**config.mk**
```make
export PLATFORM = sky130hd
export DESIGN_NAME = srtc_ctrl
export DESIGN_NICKNAME = d
export VERILOG_FILES = /design/src/rtl/srtc_pkg.sv /design/src/rtl/srtc_ctrl.sv
export VERILOG_INCLUDE_DIRS = /design/src /design/src/rtl
export SDC_FILE = /design/constraint.sdc
export NUM_CORES = 1
export LEC_CHECK = 0
export BUFFER_PORTS_ARGS = -buffer_cell sky130_fd_sc_hd__buf_2
export CORE_UTILIZATION = 43
export DETAILED_ROUTE_END_ITERATION = 16
export PLACE_DENSITY_LB_ADDON = 0.15
export SLEW_MARGIN = 15
export SYNTH_ARGS = -nofsm -noshare
export SYNTH_HDL_FRONTEND = slang
export SYNTH_SLANG_ARGS = --single-unit
```
**constraint.sdc**
```tcl
create_clock -name clk -period 1.4 [get_ports clk]
set_clock_uncertainty 0.15 [all_clocks]
set_input_delay 0.07 -clock clk [delete_from_list [all_inputs] [get_ports clk]]
set_output_delay 0.07 -clock clk [all_outputs]
set_load 0.01 [all_outputs]
```
**src/rtl/sat_rectangle_triangle_collision_top_macros.svh**
```systemverilog
// assertion helpers for the collision block
`ifndef SAT_RECTANGLE_TRIANGLE_COLLISION_TOP_MACROS_SVH
`define SAT_RECTANGLE_TRIANGLE_COLLISION_TOP_MACROS_SVH
// implication checked on every edge outside reset
`define SRTC_ASSERT_IMP(label, clk, rst_n, pre, post) \
  label: assert property (@(posedge clk) disable iff (!rst_n) (pre) |-> (post)) \
    else $error("assertion failed");
// implication whose consequent is checked on the next edge
`define SRTC_ASSERT_NXT(label, clk, rst_n, pre, post) \
  label: assert property (@(posedge clk) disable iff (!rst_n) (pre) |=> (post)) \
    else $error("assertion failed");
`endif

```
**src/rtl/srtc_pkg.sv**
```systemverilog
// ---------------------------------------------------------------------------
// srtc_pkg
// types and constants shared by the collision controller and datapath
// ---------------------------------------------------------------------------
package srtc_pkg;

  localparam int CoordW = 24;
  localparam int NormW  = 16;
  localparam int DepthW = 25;
  localparam logic [DepthW-1:0] DepthMax = '1;

  typedef struct packed {
    logic signed [CoordW-1:0] vertex_x;
    logic signed [CoordW-1:0] vertex_y;
  } in_item_t;

  typedef struct packed {
    logic                    hit;
    logic signed [NormW-1:0] normal_x;
    logic signed [NormW-1:0] normal_y;
    logic [DepthW-1:0]       depth;
  } out_item_t;

  typedef enum logic [3:0] {
    ST_LOAD, ST_EDGE, ST_SCALE, ST_SQ, ST_ROOT, ST_SIGN,
    ST_PROJ, ST_PROJW, ST_JUDGE, ST_OUT
  } state_t;

  // controller -> datapath commands
  typedef struct packed {
    logic store;     // write vertex
    logic edge_ld;   // latch edge of current axis
    logic scale;     // one halving step
    logic sq;        // form squared length
    logic root_init; // start normal search
    logic root_step; // half of one bisection step
    logic sign;      // apply signs to normal
    logic proj_init; // start of projection; unused by the datapath
    logic proj_mul;  // multiply one vertex
    logic proj_acc;  // fold one projection
    logic judge;     // compare overlap
    logic clr_best;  // start of a new set
    logic finish;    // build result
  } cmd_t;

  // datapath -> controller status
  typedef struct packed {
    logic scaled;    // both magnitudes below 2^16
    logic root_done; // search intervals closed
    logic miss;      // overlap <= 0 seen
  } stat_t;

endpackage

```
**src/rtl/srtc_ctrl.sv**
```systemverilog
// ---------------------------------------------------------------------------
// srtc_ctrl
// sequencer: vertex loading, per-axis normal, projection and compare
// ---------------------------------------------------------------------------
`include "sat_rectangle_triangle_collision_top_macros.svh"
module srtc_ctrl #(
  parameter int NV   = 7,
  parameter int CNTW = 3
) (
  input  logic              clk,
  input  logic              rst_n,
  input  logic              in_valid,
  output logic              in_stall,
  output logic              out_valid,
  input  logic              out_stall,
  input  srtc_pkg::stat_t   stat,
  output srtc_pkg::cmd_t    cmd,
  output logic [CNTW-1:0]   cnt_r,
  output logic [CNTW-1:0]   axis_r,
  output logic [CNTW-1:0]   pv_r
);

  srtc_pkg::state_t state_r, state_nxt;
  logic [CNTW-1:0] cnt_nxt, axis_nxt, pv_nxt;
  logic            ov_r, ov_nxt;

  always_ff @(posedge clk) begin
    if (!rst_n) begin
      state_r <= srtc_pkg::ST_LOAD;
      cnt_r   <= '0;
      axis_r  <= '0;
      pv_r    <= '0;
      ov_r    <= 1'b0;
    end else begin
      state_r <= state_nxt;
      cnt_r   <= cnt_nxt;
      axis_r  <= axis_nxt;
      pv_r    <= pv_nxt;
      ov_r    <= ov_nxt;
    end
  end

  always_comb begin
    state_nxt = state_r;
    cnt_nxt   = cnt_r;
    axis_nxt  = axis_r;
    pv_nxt    = pv_r;
    ov_nxt    = ov_r;
    cmd       = '0;
    in_stall  = 1'b1;
    out_valid = ov_r;
    if (ov_r && !out_stall) ov_nxt = 1'b0;
    case (state_r)
      srtc_pkg::ST_LOAD: begin
        in_stall = 1'b0;
        if (in_valid) begin
          cmd.store = 1'b1;
          if (cnt_r == CNTW'(NV-1)) begin
            cnt_nxt      = '0;
            axis_nxt     = '0;
            cmd.clr_best = 1'b1;
            in_stall     = 1'b0;
            state_nxt    = srtc_pkg::ST_EDGE;
          end else begin
            cnt_nxt = cnt_r + 1'b1;
          end
        end
      end
      srtc_pkg::ST_EDGE: begin
        cmd.edge_ld = 1'b1;
        state_nxt   = srtc_pkg::ST_SCALE;
      end
      srtc_pkg::ST_SCALE: begin
        if (stat.scaled) state_nxt = srtc_pkg::ST_SQ;
        else cmd.scale = 1'b1;
      end
      srtc_pkg::ST_SQ: begin
        cmd.sq    = 1'b1;
        state_nxt = srtc_pkg::ST_ROOT;
      end
      srtc_pkg::ST_ROOT: begin
        // search was set up with the squared length; each step squares t, then compares
        if (!stat.root_done) cmd.root_step = 1'b1;
        else state_nxt = srtc_pkg::ST_SIGN;
      end
      srtc_pkg::ST_SIGN: begin
        cmd.sign      = 1'b1;
        cmd.proj_init = 1'b1;
        pv_nxt        = '0;
        state_nxt     = srtc_pkg::ST_PROJ;
      end
      srtc_pkg::ST_PROJ: begin
        cmd.proj_mul = 1'b1;
        state_nxt    = srtc_pkg::ST_PROJW;
      end
      srtc_pkg::ST_PROJW: begin
        cmd.proj_acc = 1'b1;
        if (pv_r == CNTW'(NV-1)) begin
          state_nxt = srtc_pkg::ST_JUDGE;
        end else begin
          pv_nxt    = pv_r + 1'b1;
          state_nxt = srtc_pkg::ST_PROJ;
        end
      end
      srtc_pkg::ST_JUDGE: begin
        cmd.judge = 1'b1;
        if (axis_r == CNTW'(NV-1)) begin
          state_nxt = srtc_pkg::ST_OUT;
        end else begin
          axis_nxt  = axis_r + 1'b1;
          state_nxt = srtc_pkg::ST_EDGE;
        end
      end
      srtc_pkg::ST_OUT: begin
        if (!ov_r || !out_stall) begin
          cmd.finish = 1'b1;
          ov_nxt     = 1'b1;
          state_nxt  = srtc_pkg::ST_LOAD;
        end
      end
      default: state_nxt = srtc_pkg::ST_LOAD;
    endcase
    // root init is issued on entry to the search
    if (state_r == srtc_pkg::ST_SQ) cmd.root_init = 1'b1;
  end

  `SRTC_ASSERT_IMP(a_stall_busy, clk, rst_n, state_r != srtc_pkg::ST_LOAD, in_stall)
  `SRTC_ASSERT_NXT(a_out_hold, clk, rst_n, out_valid && out_stall, out_valid)
  `SRTC_ASSERT_IMP(a_cnt_range, clk, rst_n, 1'b1, cnt_r < CNTW'(NV))
  `SRTC_ASSERT_NXT(a_fin_out, clk, rst_n, cmd.finish, out_valid)

endmodule

```
==> run_results.csv <==
group,metric,value,unit
power,p_per_area,521,nW/um^2
critical_path,cp_num_cells,3,
grt,antenna_found_initial,0,
grt,grt_pass1_wl,3860,um
critical_path,r2r_start,"state_r[0]",
yosys,synthTopCellsByCount,"dfxtp_1, a21oi_1, nor2_1",
yosys,avgSynthCellArea,7.70,um^2
cts,path_clk_slew,0.10,ns
timing,relSlewSlack,76.5,%
critical_path,rr_worst_depth,5,
place,io_buffers,29,
critical_path,critPathKind,"flop to output port",
timing,clock.fmax,602,MHz
power,ir_drop,0.000409,V
cts,numCtsBuffers,3,
timing,setup_slack,-0.262,ns
yosys,syn-num-nets,120,
yosys,ys_seq_area_share,33.4,%
floorplanning,coreArea,1780,um^2
place,routabilityCongestion,0.849,
critical_path,critical_path.cell_chain,"or4b_4 -> inv_2 -> buf_6",
yosys,synth-seq-cells,14,
detailed_routing,vias,1060,
grt,grtUsageTotal,25.8,%
detailed_routing,routedWlPerCell,14.7,um
detailed_routing,route.detailed.drc,0,
timing,setup-tns-final,-4.01,ns
cts,clk_latency,0.30,ns
timing,rsz0062_at_grt,"yes",
timing,fin_hold_ws,0.0144,ns
critical_path,crit_path_end_kind,"output port",
place,dpl.hpwl,1650,um
worst_hold_path,hold_path.class,"input pin to flop",
critical_path,critPathMaxFanout,4,
floorplanning,fp.dieW,46.2,um
yosys,synthCells,109,
grt,grt_max_degree,9,
finish,drive_above_1_share,58.5,%
yosys,yosys.cell_types.count,31,
timing,finalCritPeriodShare,119,%
cts,cts.sinks,14,
place,dp.cells,174,
critical_path,cp_num_buf_inv,2,
critical_path,start_kind,"flop",
yosys,synth_edf_count,0,
critical_path,critPathCapture,"cmd[2]",
finish,final_nets,183,
critical_path,slowest_delay,0.56,ns
detailed_routing,via_per_inst,5.41,
floorplanning,design.die.area,2130,um^2
timing,setup_viol,25,
finish,fillerInstances,87,
job,maxCapViolCount,0,
power,fin_total_pwr,0.784,mW
detailed_routing,drtIter0Drc,40,
place,placedInstanceArea,1150,um^2
timing,worst_pin_slew,0.351,ns
yosys,synth.area.top_cells,"dfxtp_1, a21oi_1, ha_1, nor2_1, o21ai_0",
timing,hold_viol,0,
cts,cts_max_level,1,
finish,fin_cells,196,
critical_path,required,1.18,ns
detailed_routing,met3_length,121,um
run_status,violations,"negative setup slack",
run_status,status,"finished with violations",
floorplanning,start_util,47.1,%
floorplanning,die_h,46.2,um
detailed_routing,highest_layer,"met4",
critical_path,crit_slowest_cell,"or4b_4",
power,p_leak,0.684,nW
cts,cts_tree,"built",
yosys,synth-async-reset-ratio,0,%
yosys,synth_top_area_cell,"dfxtp_1",
finish,areaGrowthSynthToFinish,79.3,%
timing,fin_crit,1.66,ns
detailed_routing,wl,2890,um
yosys,ys.flop_type,"dfxtp_1",
cts,root_buffer,"clkbuf_4",
finish,n_antenna_cell,0,
yosys,synth.top_cell.area_share,33.4,%
critical_path,reg2reg_to,"axis_r[2]",
cts,clockBufferDepth,2,
critical_path,crit_path_start,"state_r[0]",
finish,final_cell_area,1510,um^2
critical_path,arrival,1.44,ns
detailed_routing,dr.pass1.iters,4,
grt,grt_pass1_vias,934,
yosys,synthMostInstantiatedCell,"dfxtp_1",
yosys,synth_area,840,um^2
critical_path,crit_family,"simple AND/OR/NAND/NOR gates",
detailed_routing,wl_met2,1560,um
floorplanning,num_rows,15,
yosys,ys_warn_count,0,
grt,grt_overflow,0,
critical_path,reg2reg_slack,-0.26,ns
timing,maxSlewViolCount,0,
detailed_routing,ant_nets,0,
floorplanning,pin_count,31,
detailed_routing,wl_met1,1180,um
[worst reg2reg max path: stages (launching register included)]
cell and delay (ns):
dfxtp_2 0.37, or4b_4 0.57, inv_2 0.11, buf_4 0.11, and4b_1 0.20, nor3_1 0.05
[report_power, final]
| part | total (mW) | switching (mW) | internal, mW |
|---|---|---|---|
| sequential | 0.403 | 0.00809 | 0.395 |
| combinational | 0.0615 | 0.0332 | 0.0283 |
| clock | 0.319 | 0.160 | 0.159 |
| total | 0.784 | 0.202 | 0.582 |
[cells in the final DEF (no fill, tap or decap), drive strengths merged, types with 4 or more instances in the layout]
cell and instances:
nor2 10, o21ai 7, or3 4, inv 9, buf 60, nand2 7
a21oi 12, dfxtp 14, clkbuf 4, dlygate4sd3 4, ha 4, nor3 6
[logic make-up after synthesis]
logic type	count (synthesis)	share of synthesized area, %
AOI/OAI and AO/OA	29	21.0
adders and majority gates	4	5.96
and+or+nand+nor	47	31.9
buffers and inverters	15	7.75
DFF	14	33.4
[sequential cells by signal (all words and copies together), names as in the netlist]
signal / cells
state_r: 4
axis_r: 3
cnt_r: 3
pv_r: 3
out_valid: 1
[cell type report]
class	count	area, um^2	area share, %
Multi-Input combinational cell	80	638	42.4
Timing Repair Buffer	64	469	31.2
Sequential cell	14	297	19.7
Clock buffer	4	36.3	2.41
Inverter	9	33.8	2.24
Tap cell	25	31.3	2.08
[repair_timing]
item / CTS / global route
endpoints found under the hold margin: 6 / 0
setup endpoints to repair: 22 / 26
gates resized for setup: 26 / 21
pin swaps: 6 / 6
gates cloned: 0 / 0
buffers inserted: 8 / 7
hold buffers: 4 / 0
[how the worst min path moves through the flow]
stage,from,endpoint,slack (ns),cells past startpoint
floorplan,rst_n,state_r[3],0.04,1
global placement,out_stall,out_valid,0.20,3
detailed placement,out_stall,out_valid,0.21,3
CTS,in_valid,cnt_r[1],0.006,3
global route,in_valid,cnt_r[1],0.03,3
finish,in_valid,cnt_r[1],0.01,3
[stage by stage]
stage / utilization, % / setup WS (ns)
2_1_floorplan: - / -0.130
3_3_place_gp: 64.3 / -0.159
3_5_place_dp: 64.3 / -0.174
4_1_cts: 77.5 / -0.223
5_1_grt: 84.4 / -0.306
6_report: 84.4 / -0.262
[routing by layer]
metal,global-route usage (%),up-vias
met5,0,-
met2,45.1,42
met3,6.27,6
li1,-,522
met1,29.8,490
met4,10.0,0
(Power assumes the default switching activity.)
